<file path="src/rtl/core/ttt_pkg.sv">
// Shared types and constants for the timed trigger table.
// Item structs, per-cell entry and control structs, mode codes, FSM states.
// No dependencies.
`timescale 1ns / 1ps
`default_nettype none

package ttt_pkg;

  localparam int TABLE_DEPTH_DEF = 16;

  localparam logic [1:0] MODE_TICK    = 2'd0;
  localparam logic [1:0] MODE_ADD     = 2'd1;
  localparam logic [1:0] MODE_RESTART = 2'd2;

  typedef struct packed {
    logic [1:0]  mode;
    logic [31:0] now_ms;
    logic [31:0] due_time;
    logic [31:0] period;
    logic [7:0]  tag;
  } in_t;

  typedef struct packed {
    logic       fired;
    logic [7:0] fired_tag;
    logic       add_rejected;
  } out_t;

  // One table slot as held in a cell
  typedef struct packed {
    logic        occ;
    logic [31:0] due;
    logic [31:0] period;
    logic [7:0]  tag;
  } entry_t;

  typedef struct packed {
    logic add;
    logic fire;
  } cell_ctl_t;

  typedef enum logic [1:0] {
    ST_IDLE,
    ST_EVAL,
    ST_RESOLVE
  } state_t;

endpackage

`default_nettype wire

</file>
<file path="src/rtl/core/ttt_cell.sv">
// One slot of the trigger table chain: holds an entry, checks it against
// the elapsed time and passes priority, shift and tag along the row.
// Depends on ttt_pkg.
`timescale 1ns / 1ps
`default_nettype none

module ttt_cell (
  input  wire                 clk,
  input  wire                 rst_n,
  input  ttt_pkg::cell_ctl_t  ctl,
  input  wire  [31:0]         elapsed,
  input  ttt_pkg::in_t        add_item,
  input  wire                 prev_occ,
  input  wire                 seen_in,
  input  wire                 shift_in,
  input  wire  [7:0]          tag_in,
  input  ttt_pkg::entry_t     next_ent,
  output ttt_pkg::entry_t     ent,
  output logic                seen_out,
  output logic                shift_out,
  output logic [7:0]          tag_out
);

  logic            occ_r, occ_nxt;
  logic [31:0]     due_r, due_nxt;
  logic [31:0]     period_r, period_nxt;
  logic [7:0]      tag_r, tag_nxt;
  logic            hit_r;
  logic            first;
  logic            one_shot;

  // first due entry in table order
  assign first     = hit_r & ~seen_in;
  assign one_shot  = (period_r == 32'd0);
  assign seen_out  = seen_in | hit_r;
  assign shift_out = shift_in | (first & one_shot);
  assign tag_out   = tag_in | (first ? tag_r : 8'd0);

  assign ent = '{occ: occ_r, due: due_r, period: period_r, tag: tag_r};

  always_comb begin
    occ_nxt    = occ_r;
    due_nxt    = due_r;
    period_nxt = period_r;
    tag_nxt    = tag_r;
    if (ctl.add && !occ_r && prev_occ) begin
      occ_nxt    = 1'b1;
      due_nxt    = add_item.due_time;
      period_nxt = add_item.period;
      tag_nxt    = add_item.tag;
    end else if (ctl.fire) begin
      if (shift_out) begin
        // close up: take the neighbor's entry
        occ_nxt    = next_ent.occ;
        due_nxt    = next_ent.due;
        period_nxt = next_ent.period;
        tag_nxt    = next_ent.tag;
      end else if (first) begin
        due_nxt = due_r + period_r;
      end
    end
  end

  always_ff @(posedge clk) begin
    if (!rst_n) begin
      occ_r <= 1'b0;
    end else begin
      occ_r <= occ_nxt;
    end
  end

  always_ff @(posedge clk) begin
    due_r    <= due_nxt;
    period_r <= period_nxt;
    tag_r    <= tag_nxt;
    hit_r    <= occ_r && (due_r <= elapsed);
  end

endmodule

`default_nettype wire

</file>
<file path="config.mk">
export PLATFORM = sky130hd
export DESIGN_NAME = ttt_cell
export DESIGN_NICKNAME = d
export VERILOG_FILES = /design/src/rtl/core/ttt_pkg.sv /design/src/rtl/core/ttt_cell.sv
export SDC_FILE = /design/constraint.sdc
export NUM_CORES = 1
export LEC_CHECK = 0
export ABC_AREA = 1
export BUFFER_PORTS_ARGS = -buffer_cell sky130_fd_sc_hd__buf_2
export CAP_MARGIN = 20
export CELL_PAD_IN_SITES_DETAIL_PLACEMENT = 0
export CELL_PAD_IN_SITES_GLOBAL_PLACEMENT = 1
export CORE_ASPECT_RATIO = 0.9
export CORE_MARGIN = 3
export CORE_UTILIZATION = 32
export DETAILED_ROUTE_END_ITERATION = 7
export PLACE_DENSITY = 0.91
export SLEW_MARGIN = 20
export SYNTH_ARGS = -nofsm -noshare
export SYNTH_HDL_FRONTEND = slang
export SYNTH_SLANG_ARGS = --single-unit
</file>
<file path="constraint.sdc">
create_clock -name clk -period 3.1 [get_ports clk]
set_input_delay 0 -clock clk [delete_from_list [all_inputs] [get_ports clk]]
set_output_delay 0 -clock clk [all_outputs]
set_load 0.01 [all_outputs]
</file>
## Word level (Yosys, flattened, before mapping)

Cells that the tools add are included.

| cells by class | value |
|---|---|
| $add $sub $neg | 1 |
| $mul | 0 |
| divide/modulo/power cells | 0 |
| order comparisons | 1 |
| equality and inequality tests | 0 |
| shifts and indexed selects | 0 |
| mux-type cells | 14 |
| bitwise logic cells | 6 |
| reduce and logical (&&, ||, !) cells | 10 |

Operators by type and width:

| kind | number |
|---|---|
| 2-to-1 mux 32 bit | 7 |
| adder 32 bit | 1 |
| less-or-equal comparator 32 bit | 1 |
| zero test 32 bit | 1 |
| 2-to-1 mux 8 bit | 4 |
| bitwise OR 8 bit | 1 |
| AND reduction 2 bit | 2 |
| nonzero test 2 bit | 2 |
| logical AND 1 bit | 3 |
| 2-to-1 mux 1 bit | 3 |
| nonzero test 3 bit | 1 |
| AND 1 bit | 2 |
| bitwise OR 1 bit | 2 |
| zero test 1 bit | 1 |
| inverter 1 bit | 1 |

| word-level totals | value |
|---|---|
| register bits | 74 |
| latch bits | 0 |
| bits in writable memories | 0 |
| memory bits (read-only) | 0 |
| bits of input ports | 226 |
| output and inout port bits | 83 |
| memories kept | 0 |

## Logic depth before layout (Yosys ltp)

Gate-level depths: netlist (run 1).

| logic depth | value |
|---|---|
| depth after elaboration | 7 |
| depth in mapped cells | 13 |
| gate-level depth less buffers | 13 |

## Worst setup path after synthesis (run 1)

No wires, ideal clock.

| timing path | value |
|---|---|
| path kind | flip-flop to flip-flop |
| start | register period_r[26] |
| end | register period_r[0] (enable) |
| data arrival time | 1,969 ps |
| data required time | 2,705 ps |
| slack | 736 ps |
| stages on the path, launching flop included | 10 |
| period minus slack after synthesis | 2,364 ps |
| cells stage by stage | edfxtp_1 -> nor2_1 -> nand2_1 -> nor2_1 -> nand3_1 -> nor2_2 -> nand2_2 -> nand2_4 -> a21oi_1 -> inv_1 |

| on the way | value |
|---|---|
| cells in the longest elaborated chain, start to end | 5 |

Ends and longest elaborated chain:

| element | RTL line | source |
|---|---|---|
| from (decl) | ttt_cell.sv:26 | `logic [31:0] period_r, period_nxt;` |
| from (signal assigned) | ttt_cell.sv:74 | `period_r <= period_nxt;` |
| zero test 32 bit | ttt_cell.sv:34 | `assign one_shot = (period_r == 32'd0);` |
| AND 1 bit | ttt_cell.sv:36 | `assign shift_out = shift_in \| (first & one_shot);` |
| bitwise OR 1 bit | ttt_cell.sv:36 |  |
| nonzero test 2 bit (no source line) | - |  |
| AND reduction 2 bit (no source line) | - |  |

No other way between the ends.
A chain may end at the register's enable or synchronous reset.

## Final worst setup path (run 1)

| timing path | value |
|---|---|
| start | register occ_r |
| end | register occ_r |

| on the way | value |
|---|---|
| cells in the longest elaborated chain, start to end | 5 |
| elaborated cells between the ends (all ways) | 7 |

Ends and longest elaborated chain:

| element | RTL line | source |
|---|---|---|
| from (decl) | ttt_cell.sv:24 | `logic occ_r, occ_nxt;` |
| from (signal assigned) | ttt_cell.sv:68 | `occ_r <= occ_nxt;` |
| zero test 1 bit (*) | ttt_cell.sv:46 | `if (ctl.add && !occ_r && prev_occ) begin` |
| logical AND 1 bit (*) (2 in a row) | ttt_cell.sv:46 |  |
| nonzero test 2 bit (no source line) | - |  |
| AND reduction 2 bit (no source line) | - |  |

Mark *: on every way between the ends. The rest lies on a longest branch, timed or not.

==> results.yml, run 1 <==
run_status:
  status: "complete, no violations"
min_path:
  hp-class: "input pin to flip-flop"
sta:
  setup_slack_ns: 0.234
  setup_viol: 0
  maxSlewViolCount: 0
  finClkSkew_ns: 0.00875
  relSlewSlack: 0.366
  timing.final.crit_share: 0.924
  max_freq_mhz: 349
  tns_ns: 0
  tightest_slew_ns: 0.951
  finalHoldViolCount: 0
  rsz0062_at_grt: "false"
  fin_crit_ns: 2.87
  holdWs_ns: 0.0153
power_and_ir_drop:
  power.switching_w: 0.00169
  p_int_w: 0.00266
  p_comb_frac: 0.431
  swShare: 0.389
  vdd_drop_max_mv: 0.281
  p_leak_nw: 5.50
  p_seq_frac: 0.318
  pwr_density_cell_nw_per_um2: 437
  power.total_w: 0.00435
  p_clk_frac: 0.251
route:
  vias: 8004
  drt_wl_total_um: 26400
  wl_per_cell_um: 15.3
  ant_nets: 0
  via_per_inst: 4.65
  drc: 0
  dr.first_iter.drc_count: 494
  drtPass1Iterations: 5
synth:
  synth_top_family_by_area: "simple AND/OR/NAND/NOR gates"
  synth-seq-cells: 74
  yosys.cell_types.count: 33
  syn-instance-count: 1050
  synth_edf_count: 72
  synthArstFlopShare: 0
  synth-seq-area-share: 0.322
  syn_area_per_cell_um2: 6.52
  syn-num-nets: 1340
  ys_warn_count: 0
  synthXorXnorAreaFrac: 0.0192
  muxShareOfSynthArea: 0
  ys_dominant_reg_cell: "edfxtp_1"
  synthAdderAreaFrac: 0.118
  synth_area_um2: 6850
  synth_compound_area_frac: 0.0678
  synth-simple-area-share: 0.368
grt:
  grt_overflow: 0
  track_usage: 0.221
  grt_pass1_wl_um: 39900
  grt_antenna_before_repair: 1
  grt_max_degree: 93
  grt_pass1_vias: 7773
cts:
  cts_setup_buffers: 0
  htree_levels: 3
  clkLatencyLatePin_ns: 0.34
  cts_buffers: 9
  root_buffer: "clkbuf_16"
  cts_tree: "done"
  cts_sinks: 74
  clk_pin_slew_ns: 0.07
  cts_buffer_depth: 2
cells_and_area:
  final_common_cell: "nand2_1"
  final_cell_mix: "446 x nand2_1, 274 x buf_2, 156 x inv_1, 112 x dlygate4sd3_1, 109 x nor2_1"
  final_cell_area_um2: 9960
  seqCellArea_um2: 2200
  fin_nets: 1721
  drive_above_1_share: 0.214
  area_delta_synth_final_pct: 45.4
  multi_input_area_um2: 3940
  fill_cells: 2169
critical_path:
  path_class: "flip-flop to flip-flop"
  cp_slowest_cell: "buf_4"
  cp_slowest_stage_delay_ns: 0.72
  crit_path_end_kind: "flip-flop"
  crit_required_ns: 3.39
  path_cells: "inv_1 -> nand3_2 -> inv_2 -> buf_4 -> nor2_1 -> nand3_1 -> nand2_1 -> dlygate4sd3_1 -> a21oi_1 -> dlygate4sd3_1"
  cp.buffers_inverters: 5
  crit_family: "buffers and inverters"
  crit_fanout: 92
  cpMostUsedCell: "dlygate4sd3_1"
  cp-start-kind: "flip-flop"
  critical_path_arrival_ns: 3.15
place:
  port_buffers: 274
  dpl.hpwl_um: 20300
  gp_congestion: 0.925
  place_ws_ns: 0.638
  postPlaceCellArea_um2: 8530
floorplanning:
  io_pins: 309
  start_util: 0.328
  die_h_um: 145
  die_w_um: 160
  core_um2: 20900
  rows: 50
  die_area_um2: 23200
flow_run:
  drv_cap: 0
-- state kept, by name (all words and copies together) (netlist names) --
register and flops:
hit_r 1, occ_r 1, period_r 32, due_r 32
tag_r 8
-- through the flow --
| step | utilization | cells |
|---|---|---|
| after global placement | 0.408 | 1594 |
| after floorplan | - | 1050 |
| after detailed placement | 0.408 | 1594 |
| after global routing | 0.477 | 1723 |
| final | 0.477 | 1723 |
| after CTS | 0.476 | 1722 |
-- Yosys cell counts, types with 7 or more instances --
cell      number  area share
nand2_1      446        0.24
inv_1        158       0.087
nor2_1       109       0.060
edfxtp_1      72        0.32
ha_1          63        0.12
a21oi_1       56       0.041
nand3_1       52       0.038
buf_2         12      0.0088
xor2_1        10       0.013
a21o_1         9      0.0099
nand4_1        9      0.0082
o21ai_0        7      0.0051
-- power by group through the flow --
stage | clock network [W] | registers, W | logic, W
after floorplan | 0 | 0.00141 | 0.00108
after global placement | 0 | 0.00140 | 0.00169
after detailed placement | 0 | 0.00140 | 0.00171
after CTS | 0.00111 | 0.00138 | 0.00186
after global routing | 0.00115 | 0.00139 | 0.00212
final | 0.00109 | 0.00138 | 0.00188
-- final timing paths --
path | end | cells after the start | slack [ns] | from
worst max-delay path | occ_r$_SDFFE_PN0P_ | 10 | 0.23 | occ_r$_SDFFE_PN0P_
worst min-delay path | due_r[1]$_DFFE_PP_ | 3 | 0.02 | add_item[41]
worst max register to register | occ_r$_SDFFE_PN0P_ | 10 | 0.23 | occ_r$_SDFFE_PN0P_
worst min register to register | hit_r$_DFF_P_ | 2 | 0.57 | occ_r$_SDFFE_PN0P_
-- cell type report --
class,instances,area share
Inverter,158,0.0596
Tap cell,286,0.0359
Multi-Input combinational cell,796,0.395
Clock buffer,9,0.0226
Timing Repair Buffer,392,0.257
Clock inverter,7,0.00767
Antenna cell,1,0.000251
Sequential cell,74,0.221
-- routing by layer --
| layer | wire length [um] | vias to the layer above | track usage | part of all wire |
|---|---|---|---|---|
| li1 | - | 4055 | - | - |
| met1 | 10900 | 3586 | 0.276 | 0.42 |
| met2 | 12900 | 320 | 0.393 | 0.49 |
| met3 | 1820 | 43 | 0.0353 | 0.069 |
| met4 | 673 | 0 | 0.0726 | 0.026 |
| met5 | 0 | - | 0 | 0 |
-- repair_timing --
action                    in CTS  in global routing
hold buffers                 112                  0
hold endpoints to repair      70                  0
gates resized for setup        0                  0
-- worst reg2reg max path, stage by stage, from the launching register on --
cell	delay (ns)
dfxtp_1	0.31
inv_1	0.14
nand3_2	0.10
inv_2	0.07
buf_4	0.72
nor2_1	0.10
nand3_1	0.12
nand2_1	0.05
dlygate4sd3_1	0.54
a21oi_1	0.11
dlygate4sd3_1	0.55
-- cell families after synthesis --
family,count (synthesis)
buf+inv,180
flops,74
simple gates,634
xor+xnor,15
fa+ha+maj,64
compound gates,83
Note: power is estimated with default switching activity, not from simulation.
==> inputs of run 2 (changes only) <==
--- a/config.mk
+++ b/config.mk
@@ -12,9 +12,9 @@
 export CELL_PAD_IN_SITES_GLOBAL_PLACEMENT = 1
 export CORE_ASPECT_RATIO = 0.9
 export CORE_MARGIN = 3
-export CORE_UTILIZATION = 32
+export CORE_UTILIZATION = 35
 export DETAILED_ROUTE_END_ITERATION = 7
-export PLACE_DENSITY = 0.91
+export PLACE_DENSITY = 0.95
 export SLEW_MARGIN = 20
 export SYNTH_ARGS = -nofsm -noshare
 export SYNTH_HDL_FRONTEND = slang
==> constraint.sdc (replaced) <==
create_clock -name clk -period 3.3 [get_ports clk]
set_input_delay 0 -clock clk [delete_from_list [all_inputs] [get_ports clk]]
set_output_delay 0 -clock clk [all_outputs]
set_load 0.01 [all_outputs]
==> run 2 against run 1 <==
Clock-buffer cell count unchanged. Utilization grew 5.2 points. Register-to-register slack better by 0.25 ns. Critical path depth is the same. Sequential share of layout area barely moved. Via count fell by 0.40%. Sequential power decreased by 7%. Clock skew grew 0.0062 ns. Non-clock buffer count increased by 3. Critical path type unchanged. Critical endpoint is now due_r[8]$_DFFE_PP_. Highest routed layer unchanged.
==> results.yml, run 2 (synthesis results as in run 1) <==
run_status:
  status: "complete, no violations"
place:
  port_buffers: 274
  placed_cells: 1556
  gp_congestion: 0.940
  dpl.hpwl_um: 20600
  place_ws_ns: 0.776
sta:
  tightest_slew_ns: 0.643
  timing.final.crit_share: 0.852
  finClkSkew_ns: 0.0150
  tns_ns: 0
  fin_crit_ns: 2.81
  rsz0062_at_grt: "false"
  maxSlewViolCount: 0
  max_freq_mhz: 356
  finalHoldViolCount: 0
  setup_viol: 0
  relSlewSlack: 0.568
  setup_slack_ns: 0.489
critical_path:
  critical_path_arrival_ns: 2.91
  path_class: "flip-flop to flip-flop"
  cp-start-kind: "flip-flop"
  crit_path_end_kind: "flip-flop"
  reg2reg_depth: 10
  crit_required_ns: 3.40
  crit_fanout: 4
route:
  drc: 0
  wl_per_cell_um: 15.5
  vias: 7972
  drt_wl_total_um: 26100
  via_per_inst: 4.73
  drtPass1Iterations: 5
  ant_nets: 0
  dr.first_iter.drc_count: 440
cells_and_area:
  finalCoreUtilization: 0.528
  top_regs: "due_r (32), period_r (32), tag_r (8)"
  final_cell_mix: "446 x nand2_1, 274 x buf_2, 157 x inv_1, 112 x dlygate4sd3_1, 109 x nor2_1"
  fin_cells: 1686
  fin_nets: 1724
  final_common_cell: "nand2_1"
  drive_above_1_share: 0.216
  fill_cells: 1842
  area_delta_synth_final_pct: 45.1
floorplanning:
  core_um2: 18800
  start_util: 0.364
  io_pins: 309
  die_h_um: 139
  die_w_um: 153
  die_area_um2: 21300
  rows: 47
cts:
  cts_buffer_depth: 2
  ctsResizeCount: 0
  root_buffer: "clkbuf_16"
  cts_tree: "done"
  htree_levels: 3
  cts_buffers: 9
  cts_sinks: 74
  clkLatencyLatePin_ns: 0.35
  clk_pin_slew_ns: 0.07
min_path:
  hp-class: "input pin to flip-flop"
  hold_path_depth: 3
power_and_ir_drop:
  pwr_density_cell_nw_per_um2: 415
  p_leak_nw: 5.52
  power.total_w: 0.00412
  vdd_drop_max_mv: 0.285
grt:
  grt_overflow: 0
  grt_antenna_before_repair: 2
  grt_pass1_wl_um: 40500
  grt_max_degree: 56
  track_usage: 0.238
  grt_pass1_vias: 7893
flow_run:
  drv_cap: 0
==> run 2: cell count changes in the layout (fill, tap and decap cells not counted) <==
cell        change
diode_2         +1
buf_4           +3
inv_6           +1
clkinvlp_4      -1
inv_1           +1
clkinv_2        -1
inv_8           +1
clkinv_1        -1
==> run 2: path summary, 6_finish.rpt <==
check                              from            endpoint  slack [ns]
setup / recovery  period_r[0]$_DFFE_PP_  due_r[8]$_DFFE_PP_        0.49
hold / removal             next_ent[43]  due_r[3]$_DFFE_PP_        0.01
setup reg to reg  period_r[0]$_DFFE_PP_  due_r[8]$_DFFE_PP_        0.49
hold reg to reg      occ_r$_SDFFE_PN0P_       hit_r$_DFF_P_        0.54
==> run 2: per-stage QoR <==
step | hold slack, ns | instance area (um^2)
global placement | 0.236 | 8500
finish | 0.0117 | 9940
detailed placement | 0.247 | 8500
CTS | 0.00239 | 9930
floorplan | 0.102 | 6850
global route | 0.0299 | 9940
==> run 2: power breakdown <==
part	internal [W]	switching (W)	total [W]
clock	0.000601	0.000456	0.00106
combinational	0.000733	0.00104	0.00177
sequential	0.00118	0.000112	0.00129
total	0.00252	0.00161	0.00412
==> run 2: cell type report <==
cell class	count	area (um^2)	share of cell area
Antenna cell	2	5.00	0.000504
Clock buffer	9	225	0.0227
Clock inverter	7	83.8	0.00844
Inverter	158	593	0.0597
Multi-Input combinational cell	796	3940	0.396
Sequential cell	74	2200	0.222
Tap cell	245	307	0.0308
Timing Repair Buffer	395	2580	0.260
==> run 2: what timing repair did <==
| action | CTS | global route |
|---|---|---|
| hold buffers | 112 | 0 |
| buffers inserted | 0 | 0 |
| hold endpoints to repair | 69 | 0 |
==> run 2: layer usage <==
layer / global-route usage / vias to the layer above / part of all wire
li1: - / 4070 / -
met3: 0.0374 / 40 / 0.063
met2: 0.411 / 259 / 0.48
met5: 0 / - / 0
met4: 0.0846 / 0 / 0.027
met1: 0.303 / 3603 / 0.43
==> run 2: worst max-delay path: stages (launching register included) <==
cell and delay [ns]:
edfxtp_1 0.45, ha_1 0.30, fa_1 0.47, nand3_1 0.12, nand3_1 0.15, nand2_1 0.12
nand2_1 0.09, xor2_1 0.15, nand2_1 0.08, a21oi_1 0.06, dlygate4sd3_1 0.56
